[src/sv/ess_pkg.sv]
// ess_pkg: shared types, codes and fixed-point constants for the engine
// sound synthesizer. No dependencies; used by ess_div and engine_sound_synth_top.
`timescale 1ns / 1ps

package ess_pkg;

    // Phase accumulator and sine index geometry
    localparam int PHASE_BITS       = 24;
    localparam int SINE_TABLE_DEPTH = 1024;
    localparam int TBL_BITS         = $clog2(SINE_TABLE_DEPTH);

    // Shared multiplier operand and product widths
    localparam int MUL_A_W = 42;
    localparam int MUL_B_W = 22;
    localparam int PROD_W  = MUL_A_W + MUL_B_W;

    // Phase increment divider: (smooth_rpm << PHASE_BITS) + den/2 over den
    localparam int DIV_NUM_W = 24 + PHASE_BITS + 1;
    localparam int DIV_DEN_W = 35;
    localparam int DIV_CNT_W = $clog2(DIV_NUM_W + 1);

    // Configuration register indexes
    localparam logic [1:0] CFG_SAMPLE_RATE   = 2'd0;
    localparam logic [1:0] CFG_NOISE_GAIN    = 2'd1;
    localparam logic [1:0] CFG_BACKFIRE_GAIN = 2'd2;

    // Action codes
    localparam logic [1:0] ACT_BEGIN   = 2'd0;
    localparam logic [1:0] ACT_RENDER  = 2'd1;
    localparam logic [1:0] ACT_TRIGGER = 2'd2;
    localparam logic [1:0] ACT_UNUSED  = 2'd3;

    // Quality tiers
    localparam logic [1:0] QUAL_FAR  = 2'd0;
    localparam logic [1:0] QUAL_NEAR = 2'd1;

    // Reset values
    localparam logic [17:0] SAMPLE_RATE_DEFAULT = 18'd44100;
    localparam logic [15:0] GAIN_DEFAULT        = 16'd4096;

    // Q0.16 constants
    localparam logic [21:0] K_SMOOTH    = 22'd3277;
    localparam logic [15:0] K_AMP_BASE  = 16'd1966;
    localparam logic [21:0] K_AMP_SLOPE = 22'd5243;
    localparam logic [21:0] K_FAR       = 22'd36045;
    localparam logic [21:0] K_NEAR      = 22'd55706;
    localparam logic [21:0] K_HARM      = 22'd22938;
    localparam logic [21:0] K_DECAY     = 22'd63570;
    localparam logic [21:0] K_NOISE     = 22'd1311;
    localparam logic [21:0] K_POP       = 22'd6554;
    localparam logic [16:0] ENV_FLOOR   = 17'd65;
    localparam logic [16:0] ENV_ONE     = 17'd65536;
    localparam logic [15:0] AMP_MAX     = 16'd7209;

    // Sine polynomial coefficients (Q14)
    localparam logic [14:0] SIN_C1     = 15'd25732;
    localparam logic [14:0] SIN_C3     = 15'd10538;
    localparam logic [21:0] SIN_C5     = 22'd1190;
    localparam logic [14:0] QUARTER    = 15'd16384;

    // Noise generator
    localparam logic [21:0] LCG_MUL = 22'd1664525;
    localparam logic [31:0] LCG_ADD = 32'd1013904223;

    typedef struct packed {
        logic [1:0]         action;
        logic [13:0]        rpm;
        logic [15:0]        throttle;
        logic [1:0]         quality;
        logic signed [15:0] mix_left;
        logic signed [15:0] mix_right;
    } ess_in_t;

    typedef struct packed {
        logic signed [15:0] out_left;
        logic signed [15:0] out_right;
    } ess_out_t;

endpackage

[src/sv/ess_div.sv]
// ess_div: restoring divider, one quotient bit per cycle, for the phase
// increment. Depends on ess_pkg for widths.
`timescale 1ns / 1ps

module ess_div import ess_pkg::*; (
    input  logic                 aclk,
    input  logic                 aresetn,
    input  logic                 start,
    input  logic [DIV_NUM_W-1:0] num,
    input  logic [DIV_DEN_W-1:0] den,
    output logic                 busy,
    output logic [DIV_NUM_W-1:0] quot
);

    logic [DIV_NUM_W-1:0] quo_reg;
    logic [DIV_DEN_W-1:0] rem_reg;
    logic [DIV_DEN_W-1:0] den_reg;
    logic [DIV_CNT_W-1:0] cnt_reg;
    logic                 busy_reg;

    logic [DIV_DEN_W:0]   trial;
    logic [DIV_DEN_W:0]   diff;
    logic                 fits;

    assign trial = {rem_reg, quo_reg[DIV_NUM_W-1]};
    assign diff  = trial - {1'b0, den_reg};
    assign fits  = trial >= {1'b0, den_reg};

    always_ff @(posedge aclk) begin
        if (!aresetn) begin
            busy_reg <= 1'b0;
            cnt_reg  <= '0;
        end else if (start) begin
            busy_reg <= 1'b1;
            cnt_reg  <= DIV_CNT_W'(DIV_NUM_W);
        end else if (busy_reg) begin
            cnt_reg  <= cnt_reg - 1'b1;
            busy_reg <= cnt_reg != DIV_CNT_W'(1);
        end
    end

    always_ff @(posedge aclk) begin
        if (start) begin
            quo_reg <= num;
            rem_reg <= '0;
            den_reg <= den;
        end else if (busy_reg) begin
            rem_reg <= fits ? diff[DIV_DEN_W-1:0] : trial[DIV_DEN_W-1:0];
            quo_reg <= {quo_reg[DIV_NUM_W-2:0], fits};
        end
    end

    assign busy = busy_reg;
    assign quot = quo_reg;

    a_rem_below_den: assert property (@(posedge aclk) disable iff (!aresetn)
        busy_reg && den_reg != '0 && !$past(start) |-> rem_reg < den_reg)
        else $error("divider remainder not below divisor");

    a_busy_count: assert property (@(posedge aclk) disable iff (!aresetn)
        busy_reg |-> cnt_reg != '0)
        else $error("divider busy with empty count");

endmodule

[src/sv/engine_sound_synth_top.sv]
// engine_sound_synth_top: engine tone synthesizer around one shared multiplier
// and a small sequencer. Depends on ess_pkg and ess_div.
`timescale 1ns / 1ps
//
//  channel  | direction | handshake         | payload
//  ---------+-----------+-------------------+------------------------------
//  s_       | in        | s_valid / s_ready | ess_in_t  s_data
//  m_       | out       | m_valid / m_ready | ess_out_t m_data
//  cfg_     | in        | cfg_wr_en         | cfg_addr, cfg_wdata
//
//  A render transaction takes extra steps when the backfire pop is active; most
//  steps are one pass through the shared 42x22 multiplier. A begin-block
//  transaction waits on the 49-step phase increment divider. Trigger and
//  unused actions complete in the accepting cycle. s_ready is high only when
//  the sequencer is idle; a finished result waits in the output register and
//  holds the sequencer only if the previous result is still untaken.
//  Reset is synchronous, active low, and restores all but the data registers.

module engine_sound_synth_top import ess_pkg::*; (
    input  logic        aclk,
    input  logic        aresetn,
    input  logic        s_valid,
    output logic        s_ready,
    input  ess_in_t     s_data,
    output logic        m_valid,
    input  logic        m_ready,
    output ess_out_t    m_data,
    input  logic        cfg_wr_en,
    input  logic [1:0]  cfg_addr,
    input  logic [17:0] cfg_wdata
);

    typedef enum logic [25:0] {
        ST_IDLE    = 26'b1 << 0,
        ST_B_RPM   = 26'b1 << 1,
        ST_B_THR   = 26'b1 << 2,
        ST_B_DIV   = 26'b1 << 3,
        ST_B_AMP   = 26'b1 << 4,
        ST_B_SCL   = 26'b1 << 5,
        ST_B_FIN   = 26'b1 << 6,
        ST_B_WAIT  = 26'b1 << 7,
        ST_R_PHASE = 26'b1 << 8,
        ST_SN_SQ   = 26'b1 << 9,
        ST_SN_A    = 26'b1 << 10,
        ST_SN_B    = 26'b1 << 11,
        ST_SN_C    = 26'b1 << 12,
        ST_SN_D    = 26'b1 << 13,
        ST_H_SUM   = 26'b1 << 14,
        ST_H_ACC   = 26'b1 << 15,
        ST_N_LCG   = 26'b1 << 16,
        ST_N_F0    = 26'b1 << 17,
        ST_N_F1    = 26'b1 << 18,
        ST_N_ADD   = 26'b1 << 19,
        ST_P_LCG   = 26'b1 << 20,
        ST_P_F0    = 26'b1 << 21,
        ST_P_F1    = 26'b1 << 22,
        ST_P_ADD   = 26'b1 << 23,
        ST_P_DEC   = 26'b1 << 24,
        ST_OUT     = 26'b1 << 25
    } state_t;

    state_t state_reg, state_next;

    // configuration
    logic [17:0] sample_rate_reg;
    logic [15:0] noise_gain_reg;
    logic [15:0] backfire_gain_reg;

    // synth state
    logic [PHASE_BITS-1:0] phase_acc_reg;
    logic [PHASE_BITS-1:0] phase_inc_reg;
    logic [31:0]           noise_state_reg;
    logic [16:0]           env_reg;
    logic [23:0]           srpm_reg;
    logic [23:0]           sthr_reg;
    logic [15:0]           tone_amp_reg;

    // work registers
    ess_in_t                  in_reg;
    logic                     sin_sel_reg;
    logic [14:0]              u2_reg;
    logic signed [15:0]       tone_reg;
    logic signed [19:0]       sum_reg;
    logic signed [PROD_W-1:0] prod_reg;
    ess_out_t                 out_reg;
    logic                     m_valid_reg;

    logic signed [MUL_A_W-1:0] mul_a;
    logic signed [MUL_B_W-1:0] mul_b;

    logic signed [PROD_W-1:0] p16, p24, p28, p36;

    assign p16 = (prod_reg + 64'sd32768) >>> 16;
    assign p24 = (prod_reg + 64'sd8388608) >>> 24;
    assign p28 = (prod_reg + 64'sd134217728) >>> 28;
    assign p36 = (prod_reg + 64'sd34359738368) >>> 36;

    // smoothing
    logic signed [24:0] d_rpm, d_thr;
    logic signed [25:0] sm_rpm, sm_thr;
    logic [23:0]        sm_rpm_cl, sm_thr_cl;

    assign d_rpm  = $signed({1'b0, in_reg.rpm, 10'b0}) - $signed({1'b0, srpm_reg});
    assign d_thr  = $signed({1'b0, in_reg.throttle, 8'b0}) - $signed({1'b0, sthr_reg});
    assign sm_rpm = $signed({2'b0, srpm_reg}) + $signed(p16[25:0]);
    assign sm_thr = $signed({2'b0, sthr_reg}) + $signed(p16[25:0]);

    always_comb begin
        if (sm_rpm < 0)
            sm_rpm_cl = '0;
        else if (sm_rpm > 26'sh0FFFFFF)
            sm_rpm_cl = 24'hFFFFFF;
        else
            sm_rpm_cl = sm_rpm[23:0];
        if (sm_thr < 0)
            sm_thr_cl = '0;
        else if (sm_thr > 26'sh0FFFFFF)
            sm_thr_cl = 24'hFFFFFF;
        else
            sm_thr_cl = sm_thr[23:0];
    end

    // divider operands
    logic [17:0]          sr_eff;
    logic [21:0]          sr15;
    logic [DIV_DEN_W-1:0] div_den;
    logic [DIV_NUM_W-1:0] div_num;
    logic                 div_busy;
    logic [DIV_NUM_W-1:0] div_quot;

    assign sr_eff  = (sample_rate_reg == '0) ? SAMPLE_RATE_DEFAULT : sample_rate_reg;
    assign sr15    = {sr_eff, 4'b0} - 22'(sr_eff);
    assign div_den = {sr15, 13'b0};
    assign div_num = DIV_NUM_W'({srpm_reg, {PHASE_BITS{1'b0}}})
                   + DIV_NUM_W'(div_den[DIV_DEN_W-1:1]);

    ess_div u_div (
        .aclk    (aclk),
        .aresetn (aresetn),
        .start   (state_reg == ST_B_DIV),
        .num     (div_num),
        .den     (div_den),
        .busy    (div_busy),
        .quot    (div_quot)
    );

    // sine geometry
    logic [PHASE_BITS-1:0] phase_sel;
    logic [TBL_BITS-1:0]   sin_k;
    logic [15:0]           sin_t;
    logic [14:0]           sin_u;
    logic [15:0]           sin_s;
    logic [15:0]           sin_cap;
    logic [16:0]           sin_dbl;
    logic [15:0]           sin_mag;
    logic signed [15:0]    sin_val;
    logic [14:0]           poly_hi;

    assign phase_sel = sin_sel_reg ? {phase_acc_reg[PHASE_BITS-2:0], 1'b0} : phase_acc_reg;
    assign sin_k     = phase_sel[PHASE_BITS-1 -: TBL_BITS];
    assign sin_t     = {sin_k, {(16 - TBL_BITS){1'b0}}};
    assign sin_u     = sin_t[14] ? (QUARTER - {1'b0, sin_t[13:0]}) : {1'b0, sin_t[13:0]};
    assign poly_hi   = prod_reg[28:14];
    assign sin_s     = prod_reg[29:14];
    assign sin_cap   = (sin_s > 16'd16384) ? 16'd16384 : sin_s;
    assign sin_dbl   = {sin_cap, 1'b0};
    assign sin_mag   = (sin_dbl > 17'd32767) ? 16'd32767 : sin_dbl[15:0];
    assign sin_val   = sin_t[15] ? -$signed(sin_mag) : $signed(sin_mag);

    logic signed [17:0] sum_tn;
    logic signed [15:0] noise_n;
    logic [15:0]        amp_raw;

    assign sum_tn  = 18'(tone_reg) + $signed(p16[17:0]);
    assign noise_n = $signed({~noise_state_reg[23], noise_state_reg[22:8]});
    assign amp_raw = K_AMP_BASE + p24[15:0];

    // shared multiplier operand select
    always_comb begin
        mul_a = '0;
        mul_b = '0;
        unique case (state_reg)
            ST_B_RPM: begin
                mul_a = MUL_A_W'(d_rpm);
                mul_b = K_SMOOTH;
            end
            ST_B_THR: begin
                mul_a = MUL_A_W'(d_thr);
                mul_b = K_SMOOTH;
            end
            ST_B_AMP: begin
                mul_a = MUL_A_W'(sthr_reg);
                mul_b = K_AMP_SLOPE;
            end
            ST_B_SCL: begin
                mul_a = MUL_A_W'(amp_raw);
                mul_b = (in_reg.quality == QUAL_FAR) ? K_FAR : K_NEAR;
            end
            ST_SN_SQ: begin
                mul_a = MUL_A_W'(sin_u);
                mul_b = MUL_B_W'(sin_u);
            end
            ST_SN_A: begin
                mul_a = MUL_A_W'(poly_hi);
                mul_b = SIN_C5;
            end
            ST_SN_B: begin
                mul_a = MUL_A_W'(u2_reg);
                mul_b = MUL_B_W'(SIN_C3 - poly_hi);
            end
            ST_SN_C: begin
                mul_a = MUL_A_W'(sin_u);
                mul_b = MUL_B_W'(SIN_C1 - poly_hi);
            end
            ST_SN_D: begin
                mul_a = MUL_A_W'(sin_val);
                mul_b = K_HARM;
            end
            ST_H_SUM: begin
                mul_a = MUL_A_W'(sum_tn);
                mul_b = MUL_B_W'(tone_amp_reg);
            end
            ST_H_ACC, ST_N_ADD: begin
                mul_a = MUL_A_W'(noise_state_reg);
                mul_b = LCG_MUL;
            end
            ST_N_LCG: begin
                mul_a = MUL_A_W'(sthr_reg);
                mul_b = MUL_B_W'(noise_gain_reg);
            end
            ST_N_F0: begin
                mul_a = prod_reg[MUL_A_W-1:0];
                mul_b = K_NOISE;
            end
            ST_N_F1: begin
                mul_a = MUL_A_W'(p36[16:0]);
                mul_b = MUL_B_W'(noise_n);
            end
            ST_P_LCG: begin
                mul_a = MUL_A_W'(env_reg);
                mul_b = MUL_B_W'(backfire_gain_reg);
            end
            ST_P_F0: begin
                mul_a = prod_reg[MUL_A_W-1:0];
                mul_b = K_POP;
            end
            ST_P_F1: begin
                mul_a = MUL_A_W'(p28[17:0]);
                mul_b = MUL_B_W'(noise_n);
            end
            ST_P_ADD: begin
                mul_a = MUL_A_W'(env_reg);
                mul_b = K_DECAY;
            end
            default: begin
                mul_a = '0;
                mul_b = '0;
            end
        endcase
    end

    // full-width signed product
    always_ff @(posedge aclk) begin
        prod_reg <= mul_a * mul_b;
    end

    // output saturation
    logic signed [20:0] tot_l, tot_r;
    logic signed [15:0] sat_l, sat_r;
    logic               out_free;

    assign tot_l    = 21'(in_reg.mix_left) + 21'(sum_reg);
    assign tot_r    = 21'(in_reg.mix_right) + 21'(sum_reg);
    assign sat_l    = (tot_l > 21'sd32767) ? 16'sh7FFF :
                      (tot_l < -21'sd32768) ? 16'sh8000 : tot_l[15:0];
    assign sat_r    = (tot_r > 21'sd32767) ? 16'sh7FFF :
                      (tot_r < -21'sd32768) ? 16'sh8000 : tot_r[15:0];
    assign out_free = !m_valid_reg || m_ready;

    logic s_fire;
    assign s_fire = s_valid && s_ready;

    // sequencer
    always_comb begin
        state_next = state_reg;
        unique case (state_reg)
            ST_IDLE: begin
                if (s_fire) begin
                    if (s_data.action == ACT_BEGIN)
                        state_next = ST_B_RPM;
                    else if (s_data.action == ACT_RENDER)
                        state_next = ST_R_PHASE;
                end
            end
            ST_B_RPM:   state_next = ST_B_THR;
            ST_B_THR:   state_next = ST_B_DIV;
            ST_B_DIV:   state_next = ST_B_AMP;
            ST_B_AMP:   state_next = ST_B_SCL;
            ST_B_SCL:   state_next = ST_B_FIN;
            ST_B_FIN:   state_next = ST_B_WAIT;
            ST_B_WAIT:  state_next = div_busy ? ST_B_WAIT : ST_IDLE;
            ST_R_PHASE: state_next = ST_SN_SQ;
            ST_SN_SQ:   state_next = ST_SN_A;
            ST_SN_A:    state_next = ST_SN_B;
            ST_SN_B:    state_next = ST_SN_C;
            ST_SN_C:    state_next = ST_SN_D;
            ST_SN_D:    state_next = sin_sel_reg ? ST_H_SUM : ST_SN_SQ;
            ST_H_SUM:   state_next = ST_H_ACC;
            ST_H_ACC:   state_next = ST_N_LCG;
            ST_N_LCG:   state_next = ST_N_F0;
            ST_N_F0:    state_next = ST_N_F1;
            ST_N_F1:    state_next = ST_N_ADD;
            ST_N_ADD:   state_next = (env_reg > ENV_FLOOR) ? ST_P_LCG : ST_OUT;
            ST_P_LCG:   state_next = ST_P_F0;
            ST_P_F0:    state_next = ST_P_F1;
            ST_P_F1:    state_next = ST_P_ADD;
            ST_P_ADD:   state_next = ST_P_DEC;
            ST_P_DEC:   state_next = ST_OUT;
            ST_OUT:     state_next = out_free ? ST_IDLE : ST_OUT;
            default:    state_next = ST_IDLE;
        endcase
    end

    always_ff @(posedge aclk) begin
        if (!aresetn) begin
            state_reg         <= ST_IDLE;
            sample_rate_reg   <= SAMPLE_RATE_DEFAULT;
            noise_gain_reg    <= GAIN_DEFAULT;
            backfire_gain_reg <= GAIN_DEFAULT;
            phase_acc_reg     <= '0;
            phase_inc_reg     <= '0;
            noise_state_reg   <= 32'd1;
            env_reg           <= '0;
            srpm_reg          <= '0;
            sthr_reg          <= '0;
            tone_amp_reg      <= '0;
            sin_sel_reg       <= 1'b0;
            m_valid_reg       <= 1'b0;
        end else begin
            state_reg <= state_next;

            if (cfg_wr_en) begin
                if (cfg_addr == CFG_SAMPLE_RATE)
                    sample_rate_reg <= cfg_wdata;
                else if (cfg_addr == CFG_NOISE_GAIN)
                    noise_gain_reg <= cfg_wdata[15:0];
                else if (cfg_addr == CFG_BACKFIRE_GAIN)
                    backfire_gain_reg <= cfg_wdata[15:0];
            end

            // raise on a new result, drop once the held one is taken
            if (state_reg == ST_OUT && out_free)
                m_valid_reg <= 1'b1;
            else if (m_ready)
                m_valid_reg <= 1'b0;

            unique case (state_reg)
                ST_IDLE: begin
                    if (s_fire && s_data.action == ACT_TRIGGER)
                        env_reg <= ENV_ONE;
                end
                ST_B_THR: srpm_reg <= sm_rpm_cl;
                ST_B_DIV: sthr_reg <= sm_thr_cl;
                ST_B_SCL: tone_amp_reg <= amp_raw;
                ST_B_FIN: begin
                    if (in_reg.quality == QUAL_FAR || in_reg.quality == QUAL_NEAR)
                        tone_amp_reg <= p16[15:0];
                end
                ST_B_WAIT: begin
                    if (!div_busy)
                        phase_inc_reg <= div_quot[PHASE_BITS-1:0];
                end
                ST_R_PHASE: begin
                    phase_acc_reg <= phase_acc_reg + phase_inc_reg;
                    sin_sel_reg   <= 1'b0;
                end
                ST_SN_D: begin
                    if (!sin_sel_reg)
                        sin_sel_reg <= 1'b1;
                end
                ST_N_LCG, ST_P_LCG: noise_state_reg <= prod_reg[31:0] + LCG_ADD;
                ST_P_DEC: env_reg <= p16[16:0];
                default: begin
                end
            endcase
        end
    end

    // payload and work registers
    always_ff @(posedge aclk) begin
        if (s_fire)
            in_reg <= s_data;
        case (state_reg)
            ST_SN_A:  u2_reg <= poly_hi;
            ST_SN_D: begin
                if (!sin_sel_reg)
                    tone_reg <= sin_val;
            end
            ST_H_ACC: sum_reg <= $signed(p16[19:0]);
            ST_N_ADD, ST_P_ADD: sum_reg <= sum_reg + $signed(p16[19:0]);
            ST_OUT: begin
                if (out_free) begin
                    out_reg.out_left  <= sat_l;
                    out_reg.out_right <= sat_r;
                end
            end
            default: begin
            end
        endcase
    end

    assign s_ready = state_reg == ST_IDLE;
    assign m_valid = m_valid_reg;
    assign m_data  = out_reg;

    a_result_from_out: assert property (@(posedge aclk) disable iff (!aresetn)
        $rose(m_valid_reg) |-> $past(state_reg == ST_OUT))
        else $error("result raised outside the output step");

    a_env_bound: assert property (@(posedge aclk) disable iff (!aresetn)
        env_reg <= ENV_ONE)
        else $error("backfire envelope above one");

    a_amp_bound: assert property (@(posedge aclk) disable iff (!aresetn)
        tone_amp_reg <= AMP_MAX)
        else $error("tone amplitude out of range");

    a_idle_div_done: assert property (@(posedge aclk) disable iff (!aresetn)
        state_reg == ST_IDLE |-> !div_busy)
        else $error("divider still busy while idle");

    a_no_result_on_begin: assert property (@(posedge aclk) disable iff (!aresetn)
        state_reg == ST_B_WAIT |=> !$rose(m_valid_reg))
        else $error("begin-block transaction produced a result");

endmodule
[config.mk]
export PLATFORM = sky130hd
export DESIGN_NAME = engine_sound_synth_top
export DESIGN_NICKNAME = d
export VERILOG_FILES = /design/src/sv/ess_pkg.sv /design/src/sv/ess_div.sv /design/src/sv/engine_sound_synth_top.sv
export SDC_FILE = /design/constraint.sdc
export NUM_CORES = 2
export LEC_CHECK = 0
export CORE_MARGIN = 2
export CORE_UTILIZATION = 40
export CTS_CLUSTER_SIZE = 30
export DETAILED_ROUTE_END_ITERATION = 12
export DONT_BUFFER_PORTS = 1
export RECOVER_POWER = 50
export SKIP_CTS_REPAIR_TIMING = 1
export SLEW_MARGIN = 40
export SYNTH_ARGS = -nofsm -noshare
export SYNTH_HDL_FRONTEND = slang
export SYNTH_SLANG_ARGS = --single-unit
[constraint.sdc]
create_clock -name aclk -period 27.9 [get_ports aclk]
set_input_delay 1.395 -clock aclk [delete_from_list [all_inputs] [get_ports aclk]]
set_output_delay 1.395 -clock aclk [all_outputs]
set_load 0.01 [all_outputs]
==> impl_metrics.toml <==
[setup_path]
r2r_cells = 42
crit_type = "flop to flop"
crit_family = "adder cells"
rrSetupSlack_ns = 13.96
cp_data_arrival_time_ns = 14.49
cp_slowest_cell = "clkbuf_1"
worst_setup_path_end_kind = "flop"
r2r-end = "prod_reg[52]"
cp.required_ns = 28.45
path_max_fanout = 47
path_common_cell = "fa_1"
slowest_delay_ns = 0.86
r2r-start = "prod_reg[26]"
critPathLaunchType = "flop"
critical_path_buf_inv_count = 9

[min_path]
hold_end = "phase_inc_reg[6]"
whs_path_depth = 2
hp-start = "phase_inc_reg[6]"
min_path_type = "flop to flop"

[routing]
ant_nets = 0
vias_per_cell = 5.610
num_vias = 50870
first_iter_violations = 4843
totalWireLength_mm = 210.5
drc = 0
dr.pass1.iters = 6
wl_per_cell_um = 23.21

[timing]
tightest_slew_ns = 4.584
final-hold-violation-count = 0
fin_skew_ns = 0.03568
period_share_pct = 49.97
drv_slew = 271
rsz0062_at_grt = "false"
fmax_mhz = 71.73
setup-violations-final = 0
slew_headroom_pct = -205.6
layout_min_cycle_time_ns = 13.94
final.setup.tns_ns = 0

[clock_tree]
clk_pin_slew_worst_paths_ns = 0.05
ctsLongestPathBuffers = 3
cts_tree = "built"
h-tree-depth = 3
root_buffer = "clkbuf_16"
cts_sinks = 552
cts_inserted_buffers = 69
clock_latency_ns = 0.68

[synthesis]
synthDistinctLibCells = 86
synth_compound_area_share_pct = 13.82
ys_seq_elements = 552
ys_top_cells_by_area = "fa_1, dfxtp_1, edfxtp_1"
yosysWarnings = 0
yosys.area_share.adder_pct = 33.54
synth_top_area_share_pct = 25.46
avgSynthCellArea_sq_um = 8.739
synthMuxAreaShare_pct = 0.9284
yosys.area_share.simple_pct = 15.87
synthXorXnorAreaFrac_pct = 5.954
synthCells = 7063
ys_async_sr_fraction_pct = 0
synth.largest_area_cell = "fa_1"
yosys-top-cells-count = "inv_1, nand2_1, fa_1, nor2_1, ha_1"
dominantRegCellSynth = "dfxtp_1"
yosys.cell_count.top_type = "inv_1"
synth_edf_count = 218
yosysSeqAreaShare_pct = 21.44
syn_area_sq_um = 61720
synth_top_family_by_area = "adder cells"

[outcome]
status = "finished, violations left"
failed_checks = "max-capacitance violations, max-slew violations"

[die]
die_w_um = 396.8
fp.dieArea_sq_um = 157500
num_rows = 144
die_y_um = 396.8
core_sq_um = 153700
start_util_pct = 40.16
io_pins = 125

[pwr]
irDropWorstVdd_uv = 38.97
leakagePower_uw = 0.02985
pwr_density_cell_nw_per_um2 = 32.73

[global_routing]
grt_pass1_wl_mm = 316.2
antenna_found_initial = 4
overflow = 0
grt_util_all_layers_pct = 26.46
grt_pass1_vias = 50390
grt_max_degree = 91

[layout]
final_area_sq_um = 66590
drive_above_1_share_pct = 4.317
fin_nets = 8239
area_growth_pct = 7.883
fillers = 15150
largest_register_ffs = 64

[placed_design]
dpl.hpwl_mm = 162.8
place_area_sq_um = 64410
gp_congestion = 0.9799
port_buffers = 0

[flow_run]
max-cap-violations = 6
[worst register-to-register path: cells and delay by family, from the launching register on]
family                   cells  cell delay [ns]
buffers and inverters        9             2.52
AO/OA/AOI/OAI               13             3.73
AND/OR/NAND/NOR              8             2.46
adder cells (fa/ha/maj)      9             4.35
flip-flops                   1             0.30
XOR/XNOR                     3             0.46
[report_power, final]
| group | total, uW | internal [uW] | switching (uW) |
|---|---|---|---|
| sequential | 903 | 869 | 33.1 |
| clock | 918 | 536 | 382 |
| combinational | 359 | 135 | 224 |
| total | 2180 | 1540 | 639 |
[worst max path at each step]
stage | from | to | slack, ns | cells after the start
floorplan | prod_reg[20] | prod_reg[51] | 16.87 | 42
global placement | prod_reg[24] | prod_reg[52] | 14.67 | 41
detailed placement | prod_reg[18] | prod_reg[52] | 14.88 | 42
CTS | prod_reg[18] | prod_reg[52] | 14.88 | 42
global route | prod_reg[26] | prod_reg[52] | 13.40 | 42
finish | prod_reg[26] | prod_reg[52] | 13.96 | 42
[per-stage QoR]
stage,hold slack (ns),instances,total power [uW],setup slack [ns],util (%)
floorplan,0.4029,7099,1161,16.87,-
global placement,0.4452,8933,1264,14.67,41.80
detailed placement,0.4531,8938,1270,14.88,41.91
CTS,0.4609,9062,2188,14.88,43.38
global route,0.4783,9062,2261,13.40,43.32
finish,0.4561,9068,2179,13.96,43.33
[cell usage in the layout (no fill, tap or decap), drive strengths merged, types with 38 or more instances in the layout]
master	Yosys	layout
a221oi	38	38
buf	33	102
nor2	473	473
a21o	128	128
o21bai	38	38
o211ai	38	38
nand4	44	44
a22oi	53	53
mux2i	46	46
dfxtp	334	334
nor4	44	44
nor2b	64	64
ha	398	398
nand2	1007	1007
nor3	100	100
conb	2	38
edfxtp	218	218
nand2b	59	59
nand3	87	87
o21ai	259	259
fa	785	785
xor2	123	123
a211oi	54	54
clkbuf	294	112
xnor2	294	294
inv	1055	1058
o21a	41	41
a21oi	359	359
and2	115	115
o22ai	38	38
a31oi	40	40
[cell type report]
class	instances	area [sq um]	share of cell area, %
Clock buffer	92	1939	2.912
Inverter	1058	3973	5.966
Antenna cell	6	15.01	0.02255
Clock inverter	32	316.6	0.4754
Timing Repair Buffer	122	852.1	1.280
Sequential cell	552	13230	19.87
Tap cell	2044	2557	3.841
Multi-Input combinational cell	5162	43700	65.63
[metal layers]
layer | vias to the layer above | GRT usage, % | share of wire, %
met5 | - | 0 | 0.011
li1 | 23010 | - | -
met1 | 25420 | 34.97 | 42
met2 | 2017 | 42.59 | 46
met3 | 425 | 4.453 | 7.8
met4 | 4 | 11.56 | 5.0
[logic make-up (layout without fill, tap and decap cells)]
family / count (synthesis) / in the layout
XOR/XNOR: 418 / 418
AO/OA/AOI/OAI: 1299 / 1299
multiplexers: 56 / 56
adder cells (fa/ha/maj): 1184 / 1184
flip-flops: 552 / 552
AND/OR/NAND/NOR: 2167 / 2167
other: 2 / 44
buffers and inverters: 1385 / 1304
Power figures use the tool's default switching activity.
